`src/rtl/ps2cas_pkg.sv`:
```
package ps2cas_pkg;

    // Default timing and retry limits.
    localparam int ACK_TIMEOUT_MS_DEF       = 100;
    localparam int RESET_ACK_TIMEOUT_MS_DEF = 500;
    localparam int SELFTEST_TIMEOUT_MS_DEF  = 1000;
    localparam int MAX_RESENDS_DEF          = 5;

    // Millisecond counter saturates at its full range.
    localparam int ELAPSED_W = 10;
    localparam logic [ELAPSED_W-1:0] ELAPSED_MAX = '1;
    localparam int RESENDS_W = 3;

    // Result queue depth: two items worth of results.
    localparam int RESQ_DEPTH = 4;

    // Request kinds.
    localparam logic [1:0] REQ_START = 2'd0;
    localparam logic [1:0] REQ_BYTE  = 2'd1;
    localparam logic [1:0] REQ_TICK  = 2'd2;

    // Operations.
    localparam logic [1:0] OP_DISABLE = 2'd0;
    localparam logic [1:0] OP_ENABLE  = 2'd1;
    localparam logic [1:0] OP_RESET   = 2'd2;

    // Device ports.
    localparam logic [1:0] PORT_ONE = 2'd1;
    localparam logic [1:0] PORT_TWO = 2'd2;

    typedef enum logic [2:0] {
        PH_IDLE     = 3'd0,
        PH_DIS1     = 3'd1,
        PH_EN       = 3'd2,
        PH_RST      = 3'd3,
        PH_SELFTEST = 3'd4,
        PH_DIS2     = 3'd5,
        PH_DRAIN    = 3'd6,
        PH_DIS3     = 3'd7
    } t_phase;

    typedef enum logic [1:0] {
        ACT_CMD  = 2'd0,
        ACT_DATA = 2'd1,
        ACT_DONE = 2'd2
    } t_action;

    typedef enum logic [1:0] {
        ST_OK      = 2'd0,
        ST_TIMEOUT = 2'd1,
        ST_NODEV   = 2'd2,
        ST_BAD     = 2'd3
    } t_status;

    typedef enum logic [2:0] {
        REG_ACK      = 3'd0,
        REG_RESEND   = 3'd1,
        REG_STOK     = 3'd2,
        REG_PREFIX   = 3'd3,
        REG_DISABLE  = 3'd4,
        REG_ENABLE   = 3'd5,
        REG_RESETCMD = 3'd6
    } t_reg_idx;

    typedef struct packed {
        logic [7:0] ack_code;
        logic [7:0] resend_code;
        logic [7:0] selftest_ok_code;
        logic [7:0] second_port_prefix;
        logic [7:0] disable_scan_cmd;
        logic [7:0] enable_scan_cmd;
        logic [7:0] reset_selftest_cmd;
    } t_cfg;

    typedef struct packed {
        t_action    action;
        logic [7:0] out_byte;
        t_status    status;
        logic       final_disable_failed;
        logic       last;
    } t_res;

endpackage

```
`src/rtl/ps2_command_ack_sequencer_unit.sv`:
```
// Channel  Dir  Handshake                  Fields
// in       in   i_in_valid / o_in_stall    req_type, operation, port_number, rx_byte
// out      out  o_out_valid / i_out_stall  action, out_byte, status, final_disable_failed, last
// cfg      in   i_cfg_we                   i_cfg_idx, i_cfg_data
//
// One input word is taken per cycle while not stalled, handled in that cycle; its results
// enter the result queue at the accepting edge and are offered from the next cycle on.
// A word causes zero, one or two results; the queue drains one result per unstalled cycle.
// The four-entry result queue sets the stall: input stalls while fewer than two slots are free.
// Reset is synchronous and active low; it restores the default register values and idles.
module ps2_command_ack_sequencer_unit #(
    parameter int ACK_TIMEOUT_MS       = ps2cas_pkg::ACK_TIMEOUT_MS_DEF,
    parameter int RESET_ACK_TIMEOUT_MS = ps2cas_pkg::RESET_ACK_TIMEOUT_MS_DEF,
    parameter int SELFTEST_TIMEOUT_MS  = ps2cas_pkg::SELFTEST_TIMEOUT_MS_DEF,
    parameter int MAX_RESENDS          = ps2cas_pkg::MAX_RESENDS_DEF
) (
    input  logic       i_clk,
    input  logic       i_rst_n,
    input  logic       i_in_valid,
    output logic       o_in_stall,
    input  logic [1:0] i_req_type,
    input  logic [1:0] i_operation,
    input  logic [1:0] i_port_number,
    input  logic [7:0] i_rx_byte,
    output logic       o_out_valid,
    input  logic       i_out_stall,
    output logic [1:0] o_action,
    output logic [7:0] o_out_byte,
    output logic [1:0] o_status,
    output logic       o_final_disable_failed,
    output logic       o_last,
    input  logic       i_cfg_we,
    input  logic [2:0] i_cfg_idx,
    input  logic [7:0] i_cfg_data
);

    ps2cas_pkg::t_cfg cfg;
    ps2cas_pkg::t_res res0, res1, head;
    logic [1:0]       res_cnt;
    logic             accept;

    assign accept = i_in_valid && !o_in_stall;

    // Configuration registers.
    ps2cas_regs u_regs (
        .i_clk      (i_clk),
        .i_rst_n    (i_rst_n),
        .i_cfg_we   (i_cfg_we),
        .i_cfg_idx  (i_cfg_idx),
        .i_cfg_data (i_cfg_data),
        .o_cfg      (cfg)
    );

    // Command sequencer.
    ps2cas_step #(
        .ACK_TIMEOUT_MS       (ACK_TIMEOUT_MS),
        .RESET_ACK_TIMEOUT_MS (RESET_ACK_TIMEOUT_MS),
        .SELFTEST_TIMEOUT_MS  (SELFTEST_TIMEOUT_MS),
        .MAX_RESENDS          (MAX_RESENDS)
    ) u_step (
        .i_clk         (i_clk),
        .i_rst_n       (i_rst_n),
        .i_accept      (accept),
        .i_req_type    (i_req_type),
        .i_operation   (i_operation),
        .i_port_number (i_port_number),
        .i_rx_byte     (i_rx_byte),
        .i_cfg         (cfg),
        .o_res0        (res0),
        .o_res1        (res1),
        .o_res_cnt     (res_cnt)
    );

    // Result queue.
    ps2cas_resq u_resq (
        .i_clk      (i_clk),
        .i_rst_n    (i_rst_n),
        .i_push_cnt (res_cnt),
        .i_push0    (res0),
        .i_push1    (res1),
        .i_pop      (!i_out_stall),
        .o_head     (head),
        .o_valid    (o_out_valid),
        .o_stall    (o_in_stall)
    );

    assign o_action               = 2'(head.action);
    assign o_out_byte             = head.out_byte;
    assign o_status               = 2'(head.status);
    assign o_final_disable_failed = head.final_disable_failed;
    assign o_last                 = head.last;

endmodule

```
`src/rtl/ps2cas_regs.sv`:
```
module ps2cas_regs (
    input  logic               i_clk,
    input  logic               i_rst_n,
    input  logic               i_cfg_we,
    input  logic [2:0]         i_cfg_idx,
    input  logic [7:0]         i_cfg_data,
    output ps2cas_pkg::t_cfg   o_cfg
);

    ps2cas_pkg::t_cfg r_cfg;

    // Register file with protocol defaults after reset.
    always_ff @(posedge i_clk) begin
        if (!i_rst_n) begin
            r_cfg.ack_code           <= 8'd250;
            r_cfg.resend_code        <= 8'd254;
            r_cfg.selftest_ok_code   <= 8'd170;
            r_cfg.second_port_prefix <= 8'd212;
            r_cfg.disable_scan_cmd   <= 8'd245;
            r_cfg.enable_scan_cmd    <= 8'd244;
            r_cfg.reset_selftest_cmd <= 8'd255;
        end else if (i_cfg_we) begin
            unique case (i_cfg_idx)
                ps2cas_pkg::REG_ACK:      r_cfg.ack_code           <= i_cfg_data;
                ps2cas_pkg::REG_RESEND:   r_cfg.resend_code        <= i_cfg_data;
                ps2cas_pkg::REG_STOK:     r_cfg.selftest_ok_code   <= i_cfg_data;
                ps2cas_pkg::REG_PREFIX:   r_cfg.second_port_prefix <= i_cfg_data;
                ps2cas_pkg::REG_DISABLE:  r_cfg.disable_scan_cmd   <= i_cfg_data;
                ps2cas_pkg::REG_ENABLE:   r_cfg.enable_scan_cmd    <= i_cfg_data;
                ps2cas_pkg::REG_RESETCMD: r_cfg.reset_selftest_cmd <= i_cfg_data;
                default: ;
            endcase
        end
    end

    assign o_cfg = r_cfg;

endmodule

```
`src/rtl/ps2cas_step.sv`:
```
module ps2cas_step #(
    parameter int ACK_TIMEOUT_MS       = ps2cas_pkg::ACK_TIMEOUT_MS_DEF,
    parameter int RESET_ACK_TIMEOUT_MS = ps2cas_pkg::RESET_ACK_TIMEOUT_MS_DEF,
    parameter int SELFTEST_TIMEOUT_MS  = ps2cas_pkg::SELFTEST_TIMEOUT_MS_DEF,
    parameter int MAX_RESENDS          = ps2cas_pkg::MAX_RESENDS_DEF
) (
    input  logic              i_clk,
    input  logic              i_rst_n,
    input  logic              i_accept,
    input  logic [1:0]        i_req_type,
    input  logic [1:0]        i_operation,
    input  logic [1:0]        i_port_number,
    input  logic [7:0]        i_rx_byte,
    input  ps2cas_pkg::t_cfg  i_cfg,
    output ps2cas_pkg::t_res  o_res0,
    output ps2cas_pkg::t_res  o_res1,
    output logic [1:0]        o_res_cnt
);

    localparam int EW = ps2cas_pkg::ELAPSED_W;
    localparam int RW = ps2cas_pkg::RESENDS_W;
    localparam logic [EW-1:0] LIM_ACK = EW'(ACK_TIMEOUT_MS);
    localparam logic [EW-1:0] LIM_RST = EW'(RESET_ACK_TIMEOUT_MS);
    localparam logic [EW-1:0] LIM_ST  = EW'(SELFTEST_TIMEOUT_MS);
    localparam logic [RW-1:0] RESENDS = RW'(MAX_RESENDS);

    ps2cas_pkg::t_phase  r_phase, n_phase;
    logic [1:0]          r_op, n_op;
    logic [1:0]          r_port, n_port;
    logic [RW-1:0]       r_rl, n_rl;
    logic [EW-1:0]       r_el, n_el;
    ps2cas_pkg::t_status r_saved, n_saved;

    logic                succ, fl, bg, wr, fin, fin_fdf;
    ps2cas_pkg::t_status fl_code, fin_st;
    ps2cas_pkg::t_phase  bg_ph, wr_ph;
    logic [EW-1:0]       el_inc, lim;
    logic [7:0]          cmd;
    logic                idle;

    assign idle   = (r_phase == ps2cas_pkg::PH_IDLE);
    assign el_inc = (r_el == ps2cas_pkg::ELAPSED_MAX) ? r_el : r_el + EW'(1);

    // Timeout limit of the current wait.
    always_comb begin
        lim = LIM_ACK;
        if (r_phase == ps2cas_pkg::PH_RST) begin
            lim = LIM_RST;
        end else if (r_phase == ps2cas_pkg::PH_SELFTEST) begin
            lim = LIM_ST;
        end
    end

    // Next state and results of one accepted word.
    always_comb begin
        n_phase = r_phase;
        n_op    = r_op;
        n_port  = r_port;
        n_rl    = r_rl;
        n_el    = r_el;
        n_saved = r_saved;
        succ    = 1'b0;
        fl      = 1'b0;
        fl_code = ps2cas_pkg::ST_OK;
        bg      = 1'b0;
        bg_ph   = ps2cas_pkg::PH_IDLE;
        wr      = 1'b0;
        fin     = 1'b0;
        fin_st  = ps2cas_pkg::ST_OK;
        fin_fdf = 1'b0;

        // Decode the event.
        if (i_accept) begin
            unique case (i_req_type)
                ps2cas_pkg::REQ_START: begin
                    if (idle) begin
                        if ((i_port_number != ps2cas_pkg::PORT_ONE &&
                             i_port_number != ps2cas_pkg::PORT_TWO) ||
                            i_operation > ps2cas_pkg::OP_RESET) begin
                            fin    = 1'b1;
                            fin_st = ps2cas_pkg::ST_BAD;
                        end else begin
                            n_op    = i_operation;
                            n_port  = i_port_number;
                            n_saved = ps2cas_pkg::ST_OK;
                            bg      = 1'b1;
                            bg_ph   = (i_operation == ps2cas_pkg::OP_ENABLE) ?
                                      ps2cas_pkg::PH_EN : ps2cas_pkg::PH_DIS1;
                        end
                    end
                end
                ps2cas_pkg::REQ_BYTE: begin
                    if (!idle) begin
                        n_el = '0;
                        if (r_phase == ps2cas_pkg::PH_DRAIN) begin
                            succ = 1'b0;
                        end else if (r_phase == ps2cas_pkg::PH_SELFTEST) begin
                            if (i_rx_byte == i_cfg.selftest_ok_code) begin
                                succ = 1'b1;
                            end else begin
                                fl      = 1'b1;
                                fl_code = ps2cas_pkg::ST_NODEV;
                            end
                        end else if (i_rx_byte == i_cfg.ack_code) begin
                            succ = 1'b1;
                        end else if (i_rx_byte == i_cfg.resend_code) begin
                            if (r_rl == '0) begin
                                fl      = 1'b1;
                                fl_code = ps2cas_pkg::ST_TIMEOUT;
                            end else begin
                                n_rl = r_rl - RW'(1);
                                wr   = 1'b1;
                            end
                        end else if (r_phase == ps2cas_pkg::PH_RST) begin
                            fl      = 1'b1;
                            fl_code = ps2cas_pkg::ST_NODEV;
                        end
                    end
                end
                ps2cas_pkg::REQ_TICK: begin
                    if (!idle) begin
                        n_el = el_inc;
                        if (el_inc >= lim) begin
                            fl      = 1'b1;
                            fl_code = ps2cas_pkg::ST_TIMEOUT;
                        end
                    end
                end
                default: ;
            endcase
        end

        // A wait that ended well.
        if (succ) begin
            unique case (r_phase)
                ps2cas_pkg::PH_DIS1: begin
                    if (r_op == ps2cas_pkg::OP_RESET) begin
                        bg    = 1'b1;
                        bg_ph = ps2cas_pkg::PH_RST;
                    end else begin
                        fin = 1'b1;
                    end
                end
                ps2cas_pkg::PH_EN: fin = 1'b1;
                ps2cas_pkg::PH_RST: begin
                    n_phase = ps2cas_pkg::PH_SELFTEST;
                    n_el    = '0;
                end
                ps2cas_pkg::PH_SELFTEST: begin
                    bg    = 1'b1;
                    bg_ph = ps2cas_pkg::PH_DIS2;
                end
                ps2cas_pkg::PH_DIS2: begin
                    n_phase = ps2cas_pkg::PH_DRAIN;
                    n_el    = '0;
                end
                ps2cas_pkg::PH_DIS3: begin
                    fin    = 1'b1;
                    fin_st = r_saved;
                end
                default: n_phase = ps2cas_pkg::PH_IDLE;
            endcase
        end

        // A wait that timed out or found no device.
        if (fl) begin
            unique case (r_phase)
                ps2cas_pkg::PH_DIS1: begin
                    if (r_op == ps2cas_pkg::OP_RESET) begin
                        n_saved = fl_code;
                        bg      = 1'b1;
                        bg_ph   = ps2cas_pkg::PH_DIS3;
                    end else begin
                        fin    = 1'b1;
                        fin_st = fl_code;
                    end
                end
                ps2cas_pkg::PH_EN: begin
                    fin    = 1'b1;
                    fin_st = fl_code;
                end
                ps2cas_pkg::PH_RST, ps2cas_pkg::PH_SELFTEST: begin
                    n_saved = fl_code;
                    bg      = 1'b1;
                    bg_ph   = ps2cas_pkg::PH_DIS3;
                end
                ps2cas_pkg::PH_DIS2: begin
                    n_phase = ps2cas_pkg::PH_DRAIN;
                    n_el    = '0;
                end
                ps2cas_pkg::PH_DRAIN: begin
                    bg    = 1'b1;
                    bg_ph = ps2cas_pkg::PH_DIS3;
                end
                ps2cas_pkg::PH_DIS3: begin
                    fin     = 1'b1;
                    fin_st  = r_saved;
                    fin_fdf = 1'b1;
                end
                default: n_phase = ps2cas_pkg::PH_IDLE;
            endcase
        end

        // Starting a new command restarts the retry budget.
        if (bg) begin
            n_phase = bg_ph;
            n_rl    = RESENDS;
            wr      = 1'b1;
        end
        if (wr) begin
            n_el = '0;
        end
        if (fin) begin
            n_phase = ps2cas_pkg::PH_IDLE;
        end
    end

    assign wr_ph = bg ? bg_ph : r_phase;

    // Device command byte for the phase being written.
    always_comb begin
        cmd = i_cfg.disable_scan_cmd;
        if (wr_ph == ps2cas_pkg::PH_EN) begin
            cmd = i_cfg.enable_scan_cmd;
        end else if (wr_ph == ps2cas_pkg::PH_RST) begin
            cmd = i_cfg.reset_selftest_cmd;
        end
    end

    // Result words: optional port-two prefix, then the command, or a finish.
    always_comb begin
        o_res0    = '{ps2cas_pkg::ACT_DONE, 8'd0, fin_st, fin_fdf, 1'b1};
        o_res1    = '{ps2cas_pkg::ACT_DATA, cmd, ps2cas_pkg::ST_OK, 1'b0, 1'b1};
        o_res_cnt = 2'd0;
        if (wr) begin
            if (n_port == ps2cas_pkg::PORT_TWO) begin
                o_res0 = '{ps2cas_pkg::ACT_CMD, i_cfg.second_port_prefix,
                           ps2cas_pkg::ST_OK, 1'b0, 1'b0};
                o_res_cnt = 2'd2;
            end else begin
                o_res0 = '{ps2cas_pkg::ACT_DATA, cmd, ps2cas_pkg::ST_OK, 1'b0, 1'b1};
                o_res_cnt = 2'd1;
            end
        end else if (fin) begin
            o_res_cnt = 2'd1;
        end
    end

    // Sequencer state.
    always_ff @(posedge i_clk) begin
        if (!i_rst_n) begin
            r_phase <= ps2cas_pkg::PH_IDLE;
            r_op    <= '0;
            r_port  <= '0;
            r_rl    <= '0;
            r_el    <= '0;
            r_saved <= ps2cas_pkg::ST_OK;
        end else begin
            r_phase <= n_phase;
            r_op    <= n_op;
            r_port  <= n_port;
            r_rl    <= n_rl;
            r_el    <= n_el;
            r_saved <= n_saved;
        end
    end

endmodule

```
`src/rtl/ps2cas_resq.sv`:
```
module ps2cas_resq (
    input  logic              i_clk,
    input  logic              i_rst_n,
    input  logic [1:0]        i_push_cnt,
    input  ps2cas_pkg::t_res  i_push0,
    input  ps2cas_pkg::t_res  i_push1,
    input  logic              i_pop,
    output ps2cas_pkg::t_res  o_head,
    output logic              o_valid,
    output logic              o_stall
);

    localparam int DEPTH = ps2cas_pkg::RESQ_DEPTH;
    localparam int AW    = $clog2(DEPTH);
    localparam int CW    = $clog2(DEPTH + 1);

    ps2cas_pkg::t_res r_mem [DEPTH];
    logic [AW-1:0]    r_wptr, r_rptr;
    logic [CW-1:0]    r_count;
    logic             pop;

    assign pop     = i_pop && (r_count != '0);
    assign o_valid = (r_count != '0);
    assign o_head  = r_mem[r_rptr];
    // Keep room for the two words one item can cause.
    assign o_stall = (r_count > CW'(DEPTH - 2));

    // Result storage.
    always_ff @(posedge i_clk) begin
        if (i_push_cnt != 2'd0) begin
            r_mem[r_wptr] <= i_push0;
        end
        if (i_push_cnt == 2'd2) begin
            r_mem[r_wptr + AW'(1)] <= i_push1;
        end
    end

    // Pointers and fill count.
    always_ff @(posedge i_clk) begin
        if (!i_rst_n) begin
            r_wptr  <= '0;
            r_rptr  <= '0;
            r_count <= '0;
        end else begin
            r_wptr  <= r_wptr + AW'(i_push_cnt);
            r_rptr  <= r_rptr + AW'(pop);
            r_count <= r_count + CW'(i_push_cnt) - CW'(pop);
        end
    end

endmodule

```
`config.mk`:
```
export PLATFORM = sky130hd
export DESIGN_NAME = ps2_command_ack_sequencer_unit
export DESIGN_NICKNAME = d
export VERILOG_FILES = /design/src/rtl/ps2cas_pkg.sv /design/src/rtl/ps2_command_ack_sequencer_unit.sv /design/src/rtl/ps2cas_regs.sv /design/src/rtl/ps2cas_step.sv /design/src/rtl/ps2cas_resq.sv
export SDC_FILE = /design/constraint.sdc
export NUM_CORES = 1
export LEC_CHECK = 0
export BUFFER_PORTS_ARGS = -buffer_cell sky130_fd_sc_hd__buf_4
export CAP_MARGIN = 10
export CORE_UTILIZATION = 40
export CTS_BUF_LIST = sky130_fd_sc_hd__clkbuf_16
export DETAILED_ROUTE_END_ITERATION = 8
export MAX_ROUTING_LAYER = met4
export PLACE_DENSITY = 0.63
export SYNTH_ARGS = -nofsm -noshare
export SYNTH_HDL_FRONTEND = slang
export SYNTH_HIERARCHICAL = 1
export SYNTH_SLANG_ARGS = --single-unit
```
`constraint.sdc`:
```
create_clock -name i_clk -period 6.3 [get_ports i_clk]
set_input_delay 0.945 -clock i_clk [delete_from_list [all_inputs] [get_ports i_clk]]
set_output_delay 0.945 -clock i_clk [all_outputs]
set_load 0.03 [all_outputs]
```
Yosys cells after proc, flatten, opt, wreduce, memory -nomap -nowiden
Memories as Yosys holds them, arrays and structs flattened. A register that Yosys moved wholly into a read port is not among the register bits.
Index checks and enable logic that the tools add are counted.
- bits in registers: 85
- bits in writable memories: 56
- input port bits: 30
- output and inout port bits: 16
- logic and storage cells: 232
- memories kept: 1
- add/subtract/negate cells: 7
- order comparisons: 3
- equal/unequal tests: 32
- mux-type cells: 131
- bitwise operators: 7
- reductions and logical operators: 34
- memory list (memory ; depth ; bits a word ; rd ports ; clocked after Yosys merged registers in ; wr ports ; line ; text):
    u_resq.r_mem ; 4 ; 14 ; 1 ; 1 ; 2 ; ps2cas_resq.sv:17 ; ps2cas_pkg::t_res r_mem [DEPTH];
- operators with widths (operator ; number):
    $mux W10 ; 10
    $mux W3 ; 21
    $mux W2 ; 31
    $mux W1 ; 52
    $eq A8 B8 Y1 ; 3
    $eq A3 B3 Y1 const B ; 7
    $pmux W10 S2 ; 1
    $eq A3 B2 Y1 const B ; 6
    $pmux W3 S2 ; 3
    $mux W8 ; 2
    $reduce_and A8 Y1 ; 2
    $mux W14 ; 1
    $reduce_and A2 Y1 ; 7
    $mux W13 ; 1
    $ne A2 B1 Y1 const B ; 6
    $reduce_or A2 Y1 ; 6
    $add A10 B1 Y10 const B ; 1
    $eq A10 B10 Y1 const B ; 1
    $ge A10 B10 Y1 ; 1
    $pmux W1 S2 ; 5
    $logic_not A3 Y1 ; 3
    $pmux W3 S3 ; 1
    $eq A2 B2 Y1 const B ; 4
    $pmux W2 S2 ; 2
    23 further kinds ; 37

Longest topological paths before layout
Gate-level depths: netlist of the first run.
- word-level depth: 19
- mapped depth: 21
- depth with buffers taken out: 19

Hierarchy
The synthesis of the first run kept the hierarchy.
- by module, submodules not included (module ; times used ; cells each ; area an instance (um^2) ; sequential area each (um^2)):
    ps2cas_resq ; 1 ; 182 ; 3283.1 ; 1821.7
    ps2cas_step ; 1 ; 349 ; 2573.7 ; 440.4
    ps2cas_regs ; 1 ; 204 ; 2212.1 ; 1121.1
    ps2_command_ack_sequencer_unit ; 1 ; 2 ; 17.5 ; 0.0

Worst setup path before layout of the first run
OpenSTA, ideal clock, no wires.
- kind: register to register
- from: register u_step.r_el[0]
- to: memory u_resq/r_mem[0][0] in the netlist's numbering (enable)
- setup time: 0.407 ns
- data arrival time: 4.905 ns
- data required time: 5.893 ns
- path slack: 0.988 ns
- cell stages (with the launch flop): 19
- buffers on the path: 2
- clock period less this slack: 5.312 ns
- path through: dfxtp_1 -> ha_1 -> and4_1 -> buf_2 -> nand3_1 -> nand2_1 -> o21ai_0 -> ha_1 -> nor4bb_1 -> nand4_1 -> nor3b_2 -> nor4_4 -> nor3b_4 -> mux2i_1 -> buf_4 -> inv_1 -> a21oi_1 -> nor2_1 -> o31ai_1
- RTL lines (item ; line ; text):
    start: declaration ; ps2cas_step.sv:31 ; logic [EW-1:0] r_el, n_el;
    start signal: assignment ; ps2cas_step.sv:263 ; r_el <= n_el;
    end: declaration ; ps2cas_resq.sv:17 ;

==> out/metrics.yaml, run 1 <==
status: "complete, no violations"
synthFlopType: "dfxtp_1"
clk_path_buf_depth: 2
rsz0062_at_grt: "false"
clk_pin_slew_ns: 0.06
n_antenna_cell: 0
vias_per_cell: 5.38
chipHeight_um: 144
regToRegStartpoint: "u_step/r_el[0]"
finalNonFillerCells: 1047
worstSetupPathType: "reg -> reg"
final-hold-violation-count: 0
endpoint: "u_resq/r_mem[1][2]"
endpoint_kind: "flop"
fin_ws_ns: 0.902
slew-limit-headroom: 0.312
postCtsSetupRepairBufs: 0
p_per_area_nw_per_um2: 261
grt_max_degree: 85
drc: 0
dpl.hpwl_mm: 12.6
grt_pass1_vias: 5490
avgSynthCellArea_um2: 11.0
fin_setup_tns_ns: 0
maxCapViolCount: 0
core_area_um2: 19700
fin_skew_ns: 0.00754
ys_warn_count: 6
grt_overflow: 0
cp_slowest_stage_delay_ns: 0.86
fmax_mhz: 185
vias: 5637
nets: 815
cts_hold_buf: 0
cp.arrival_ns: 5.57
htreeDepth: 4
num_io_pins: 46
synth.area.top_cells: "dfxtp_1 21%, edfxtp_1 21%, mux2i_1 8.7%"
total_leakage_power_nw: 3.64
cpMaxStageDelayCell: "nor4b_4"
final_core_util: 0.465
whs_ns: 0.462
rows: 51
regToRegSetupSlack_ns: 0.90
crit_chain: "ha_1 -> and4_1 -> nand3_1 -> nand2_1 -> o21ai_0 -> ha_1 -> nor4bb_1 -> nand4_1 -> nor3b_2 -> nor4_4 -> nor3b_4 -> mux2i_1 -> and2_1 -> a21oi_1 -> buf_4 -> nor4b_4 -> mux2_2"
worstPathRequired_ns: 6.47
critical_path_peak_fanout: 14
synth-async-reset-ratio: 0
drt_first_pass_iters: 5
setup_viol: 0
postSynthCellCount: 737
ir_worst_vdd_v: 0.000213
grt_pass1_wl_mm: 29.7
cp-start-kind: "flop"
synth_edf_count: 56
die_area_um2: 20800
worst-r2r-cell-count: 17
clk_latency_ns: 0.42
initial_core_util: 0.411
finalCriticalPeriod_ns: 5.40
ys_types: 78
ys_top_cells_by_count: "85 x dfxtp_1, 70 x mux2i_1, 56 x edfxtp_1, 56 x nand2_1, 55 x nor2b_1"
num-fill-cells: 1900
crit_start: "u_step/r_el[0]"
wirelength_mm: 18.2
root_buffer: "clkbuf_16"
min_path_type: "reg -> reg"
fin_crit_sh: 0.857
crit_top_cell: "ha_1"
die_w_um: 144
ant_nets: 0
clock-sinks: 141
dp_cells: 1014
ctsResizeCount: 0
port_buffers: 45
cts_tree: "built"
drive_above_1_share: 0.221
first_iter_violations: 346
worst_pin_slew_ns: 1.03
yosys.area.top_type: "dfxtp_1"
synth.most_common_cell: "dfxtp_1"
syn2layout_area_growth_pct: 13.1
synth-seq-cells: 141
synth_top_area_frac: 0.210
cts_buffers: 17
dp_slack_ns: 0.874
slew_violations: 0
worstReg2RegEnd: "u_resq/r_mem[1][2]"
netlist_area_um2: 8090
seq_area_frac_synth: 0.418
antenna_found_initial: 0
track_usage: 0.195
detail_route.wl_per_cell_um: 17.4
routabilityCongestion: 0.855
[metrics by stage]
stage	power, mW	area (um^2)
2_1_floorplan	1.31	8100
3_3_place_gp	1.43	8560
3_5_place_dp	1.44	8560
4_1_cts	2.40	9120
5_1_grt	2.50	9150
6_report	2.39	9150
[critical path: cells and delay by family, from the launching register on]
kind | cells | cell delay [ns]
simple gates | 10 | 3.17
flops | 1 | 0.41
buf+inv | 1 | 0.21
fa+ha+maj | 2 | 0.52
mux | 2 | 0.65
compound gates | 2 | 0.18
[how the worst min path moves through the flow]
stage	start	end	slack, ns	cells past startpoint
after detailed placement	u_regs/o_cfg[25]	u_regs/o_cfg[25]	0.45	2
after floorplan	u_regs/o_cfg[24]	u_regs/o_cfg[24]	0.43	2
after CTS	u_step/r_op[0]	u_step/r_op[0]	0.46	2
after global routing	u_regs/o_cfg[11]	u_regs/o_cfg[11]	0.49	2
after global placement	u_step/r_op[0]	u_step/r_op[0]	0.45	2
final	u_step/r_op[0]	u_step/r_op[0]	0.46	2
[layout make-up]
cell class              instances  area (um^2)  share of cell area
multi-input cells             538         4370               0.478
clock inverters                15          136              0.0149
clock buffers                  17          425              0.0465
inverters                      15         56.3             0.00616
repair buffers                 56          440              0.0482
flip-flops and latches        141         3380               0.370
well taps                     265          332              0.0363
[kinds of logic (layout without fill, tap and decap cells)]
kind of cell / Yosys count / count (layout) / synth area share
flip-flops: 141 / 141 / 0.418
multiplexers: 141 / 141 / 0.210
other: 2 / 6 / 0.000929
XOR/XNOR: 33 / 33 / 0.0391
adder cells (fa/ha/maj): 16 / 16 / 0.0257
AO/OA/AOI/OAI: 102 / 102 / 0.0845
AND/OR/NAND/NOR: 240 / 240 / 0.176
buffers and inverters: 62 / 103 / 0.0452
[per-layer routing]
metal / track usage / share of wire
met3: 0.0328 / 0.047
met1: 0.268 / 0.50
met4: 0.0654 / 0.013
met2: 0.289 / 0.44
met5: - / 0
[report_power, final]
part           switching (mW)  leakage [nW]  internal (mW)
Clock                   0.413         0.276          0.549
Sequential             0.0339          1.23          0.977
Combinational           0.219          2.14          0.197
[state kept, by name (all words and copies together) (netlist names), 3 cells and up]
| signal | count |
|---|---|
| u_resq/r_count | 3 |
| u_step/r_el | 10 |
| u_step/r_rl | 3 |
| u_step/r_phase | 3 |
| u_resq/r_mem | 56 |
| u_regs/o_cfg | 56 |
[cells in the final DEF, fill, tap and decap left out, types with 3 or more instances in the layout]
cell	n
nand4_1	8
nand2_1	56
mux2_1	4
dfxtp_1	85
mux4_2	14
edfxtp_1	56
mux2_4	11
nand2b_1	5
nand3_1	19
clkbuf_16	17
o21a_1	3
mux2i_1	70
o2111a_1	3
a31oi_1	9
o211ai_1	10
and4_1	5
or3_1	4
nor2_1	37
xnor2_1	12
and2_1	8
nor3_1	5
a21oi_1	31
nor2b_1	55
a211o_1	3
o21ai_0	16
mux2_2	42
inv_1	15
nor4_1	3
a22oi_1	5
a21o_1	4
clkinv_4	3
nand4b_1	10
buf_4	55
inv_6	5
xor2_1	19
ha_1	15
conb_1	6
Note: power is estimated with default switching activity, not from simulation.
==> inputs of run 2 (changes only) <==
Settings changed: GPL_ROUTABILITY_DRIVEN from default to 0.
Clock period 6.3 ns to 5.6 ns, I/O delays scaled along.
==> out/metrics.yaml, run 2 (synthesis gave the netlist of run 1 again) <==
htreeDepth: 4
syn2layout_area_growth_pct: 13.9
finalCriticalPeriod_ns: 5.02
min_path_type: "reg -> reg"
status: "complete, no violations"
num_io_pins: 46
clk_pin_slew_ns: 0.06
worstSetupPathType: "reg -> reg"
antenna_found_initial: 0
die_area_um2: 20800
drt_first_pass_iters: 5
n_antenna_cell: 0
cts_tree: "built"
worst_pin_slew_ns: 0.851
fin_crit_sh: 0.897
rows: 51
rsz0062_at_grt: "false"
dpl.hpwl_mm: 12.4
wirelength_mm: 17.9
total_leakage_power_nw: 3.68
seqPwrFrac: 0.409
final-hold-violation-count: 0
port_buffers: 45
core_area_um2: 19700
vias: 5532
cp.arrival_ns: 5.20
vias_per_cell: 5.26
first_iter_violations: 362
maxCapViolCount: 0
grt_overflow: 0
clk_path_buf_depth: 2
place_area_um2: 8600
grt_max_degree: 85
grt_pass1_wl_mm: 29.2
cts_hold_buf: 0
cp_slowest_stage_delay_ns: 0.55
final_core_util: 0.469
detail_route.wl_per_cell_um: 17.0
clock-sinks: 141
pwr-share-clk: 0.424
switching_share: 0.270
layout_commonest_cell: "dfxtp_1"
final_cell_mix: "85 x dfxtp_1, 70 x mux2i_1, 61 x buf_4, 56 x nand2_1, 56 x edfxtp_1"
nets: 820
ant_nets: 0
crit_chain: "ha_1 -> and4_1 -> nand3_1 -> nand2_1 -> o21ai_0 -> ha_1 -> nor4bb_1 -> nand4_1 -> nor3b_2 -> nor4_4 -> nor3b_4 -> mux2i_1 -> and2_1 -> a21oi_1 -> buf_4 -> nor4b_4 -> buf_4 -> mux2_2"
critical_path_peak_fanout: 9
die_w_um: 144
cp-start-kind: "flop"
root_buffer: "clkbuf_16"
internal_power_mw: 2.02
ctsResizeCount: 0
ir_worst_vdd_v: 0.000228
postCtsSetupRepairBufs: 0
grt_pass1_vias: 5492
worstPathRequired_ns: 5.77
finalInstanceArea_um2: 9210
cpMaxStageDelayCell: "nor4b_4"
chipHeight_um: 144
drc: 0
fin_setup_tns_ns: 0
fmax_mhz: 199
cts_buffers: 17
fin_skew_ns: 0.00766
p_per_area_nw_per_um2: 300
setup_viol: 0
clk_latency_ns: 0.42
slew_violations: 0
endpoint_kind: "flop"
whs_ns: 0.460
comb_power_share: 0.167
initial_core_util: 0.411
drive_above_1_share: 0.227
p_sw_mw: 0.745
track_usage: 0.191
slew-limit-headroom: 0.428
-- run 2: changes by cell type in the layout (fill, tap and decap cells not counted), sizes merged --
cell	change
buf	+5
bufinv	+2
clkinv	-2
-- run 2: power by group through the flow --
stage                     clock (mW)  combinational [mW]  sequential, mW
after CTS                       1.20               0.467            1.13
after detailed placement           0               0.466            1.15
final                           1.17               0.463            1.13
after floorplan                    0               0.342            1.14
after global routing            1.24               0.507            1.13
after global placement             0               0.465            1.15
-- run 2: critical path: cells and delay by family, from the launching register on --
| family | cells | cell delay, ns |
|---|---|---|
| AOI/OAI and AO/OA | 2 | 0.14 |
| adders and majority gates | 2 | 0.52 |
| buffers and inverters | 2 | 0.49 |
| DFF | 1 | 0.42 |
| muxes | 2 | 0.63 |
| and+or+nand+nor | 10 | 2.56 |
-- run 2: cell type report --
cell class              instances  area (um^2)
clock inverters                15          186
well taps                     265          332
multi-input cells             538         4370
fillers                      1847        10400
flip-flops and latches        141         3380
inverters                      15         56.3
repair buffers                 61          458
clock buffers                  17          425
-- run 2: final timing paths --
| kind | from | endpoint | slack (ns) | depth (start not counted) |
|---|---|---|---|---|
| setup reg to reg | u_step/r_el[0] | u_resq/r_mem[1][6] | 0.58 | 18 |
| setup / recovery | u_step/r_el[0] | u_resq/r_mem[1][6] | 0.58 | 18 |
| hold / removal | u_step/r_op[0] | u_step/r_op[0] | 0.46 | 2 |
| hold reg to reg | u_step/r_op[0] | u_step/r_op[0] | 0.46 | 2 |
-- run 2: metrics by stage --
step           instances  total power [mW]  setup slack [ns]
6_report            1052              2.76             0.576
3_5_place_dp        1020              1.62             0.620
2_1_floorplan        741              1.48             0.288
4_1_cts             1052              2.79             0.590
5_1_grt             1052              2.88             0.212
3_3_place_gp        1020              1.62             0.632
-- run 2: routing by layer --
| layer | track usage | vias to the layer above | part of all wire |
|---|---|---|---|
| met4 | 0.0499 | 0 | 0.0077 |
| met2 | 0.288 | 138 | 0.44 |
| li1 | - | 2774 | - |
| met5 | - | - | 0 |
| met3 | 0.0348 | 9 | 0.037 |
| met1 | 0.262 | 2611 | 0.52 |
==> inputs of run 3 (changes only) <==
Settings changed: BUFFER_PORTS_ARGS -buffer_cell sky130_fd_sc_hd__buf_4 to default, CELL_PAD_IN_SITES_DETAIL_PLACEMENT from default to 1, CELL_PAD_IN_SITES_GLOBAL_PLACEMENT from default to 1, DONT_BUFFER_PORTS from default to 1, PLACE_DENSITY 0.63 to 0.72.
==> out/metrics.yaml, run 3 (synthesis gave the netlist of run 1 again) <==
vias_per_cell: 5.46
fmax_mhz: 189
final-hold-violation-count: 0
slew_violations: 0
dpl.hpwl_mm: 14.4
initial_core_util: 0.411
dp_slack_ns: 0.186
multi_input_area_um2: 4380
root_buffer: "clkbuf_16"
port_buffers: 0
finalCriticalPeriod_ns: 5.29
ir_worst_vdd_v: 0.000228
cp.arrival_ns: 5.47
grt_pass1_vias: 5817
drive_above_1_share: 0.178
track_usage: 0.204
rows: 51
fin_setup_tns_ns: 0
die_area_um2: 20800
detail_route.wl_per_cell_um: 19.6
crit_top_cell: "buf_4"
fin_crit_sh: 0.945
htreeDepth: 4
min_path_type: "reg -> reg"
crit_chain: "ha_1 -> and4_1 -> nand3_1 -> nand2_1 -> o21ai_0 -> ha_1 -> nor4bb_1 -> nand4_1 -> nor3b_2 -> nor4_4 -> nor3b_4 -> mux2i_2 -> and2_1 -> buf_4 -> a21oi_1 -> buf_4 -> nor4bb_2 -> buf_4 -> mux2_2"
endpoint_kind: "flop"
maxCapViolCount: 0
num-fill-cells: 2164
grt_overflow: 0
wirelength_mm: 19.8
first_iter_violations: 311
drt_first_pass_iters: 4
fin_ws_ns: 0.306
num_io_pins: 46
clock-sinks: 141
place_area_um2: 8250
cp_slowest_stage_delay_ns: 0.44
chipHeight_um: 144
grt_max_degree: 85
total_leakage_power_nw: 3.45
slew-limit-headroom: 0.295
worst-path-buf-inv: 3
finalInstanceArea_um2: 8860
worstSetupPathType: "reg -> reg"
drc: 0
syn2layout_area_growth_pct: 9.62
ant_nets: 0
fin_total_pwr_mw: 2.66
postCtsSetupRepairBufs: 0
cpMaxStageDelayCell: "mux2i_2"
n_antenna_cell: 0
grt_pass1_wl_mm: 31.0
cts_buffers: 17
clk_pin_slew_ns: 0.06
worst_pin_slew_ns: 1.06
seq_area_um2: 3380
cp-start-kind: "flop"
layout_commonest_cell: "dfxtp_1"
critical_path_peak_fanout: 11
fin_skew_ns: 0.00832
status: "complete, no violations"
core_area_um2: 19700
cts_tree: "built"
nets: 774
rsz0062_at_grt: "false"
antenna_found_initial: 0
clk_path_buf_depth: 2
setup_viol: 0
clk_latency_ns: 0.43
final_cell_mix: "85 x dfxtp_1, 69 x mux2i_1, 56 x nand2_1, 56 x edfxtp_1, 55 x nor2b_1"
p_per_area_nw_per_um2: 300
vias: 5490
worstPathRequired_ns: 5.77
critical-path-top-delay-family: "simple AND/OR/NAND/NOR gates"
die_w_um: 144
final_core_util: 0.451
## run 3: changes by cell type in the layout (fill, tap and decap cells not counted), moves of 2 or more
| cell | before | now |
|---|---|---|
| buf_4 | 61 | 15 |
| clkinv_1 | 1 | 3 |
| clkinv_4 | 2 | 5 |
| clkinvlp_2 | 0 | 2 |
| clkinvlp_4 | 2 | 0 |
| inv_6 | 5 | 2 |
## run 3: final cells by class
cell class,instances,share of cell area
Clock inverter,15,0.0195
Tap cell,265,0.0374
Inverter,15,0.00635
Sequential cell,141,0.382
Multi-Input combinational cell,538,0.494
Timing Repair Buffer,15,0.0127
Clock buffer,17,0.0480
## run 3: power by group
group / internal, mW / leakage (nW) / switching (mW)
sequential: 1.10 / 1.23 / 0.0528
combinational: 0.152 / 1.93 / 0.207
clock: 0.698 / 0.290 / 0.451
total: 1.95 / 3.45 / 0.711
## run 3: worst min-delay path, cell delays in order, from the launching register on
cell and delay [ns]:
dfxtp_1 0.31, nand2_1 0.06, mux2i_1 0.05
## run 3: worst paths after layout
check | slack, ns | cells past startpoint | to | from
worst min register to register | 0.46 | 2 | u_regs/o_cfg[25] | u_regs/o_cfg[25]
worst max register to register | 0.31 | 19 | u_resq/r_mem[3][13] | u_step/r_el[0]
worst max-delay path | 0.31 | 19 | u_resq/r_mem[3][13] | u_step/r_el[0]
worst min-delay path | 0.46 | 2 | u_regs/o_cfg[25] | u_regs/o_cfg[25]
## run 3: layer usage
metal	global-route usage	wire length [um]	part of all wire
met1	0.234	8780	0.44
met2	0.354	9910	0.50
met3	0.0444	820	0.041
met4	0.0637	252	0.013
met5	-	0	0
## run 3: metrics by stage
stage / instances / hold WS, ns
5_1_grt: 1006 / 0.483
2_1_floorplan: 741 / 0.435
6_report: 1006 / 0.462
3_3_place_gp: 974 / 0.446
4_1_cts: 1006 / 0.466
3_5_place_dp: 974 / 0.457
## run 3: what timing repair did
| action | 4_1_cts | 5_1_grt |
|---|---|---|
| endpoints found under the setup margin | 0 | 41 |
| hold buffers | 0 | 0 |
| resized for setup | 0 | 3 |
| hold endpoints to repair | 0 | 0 |
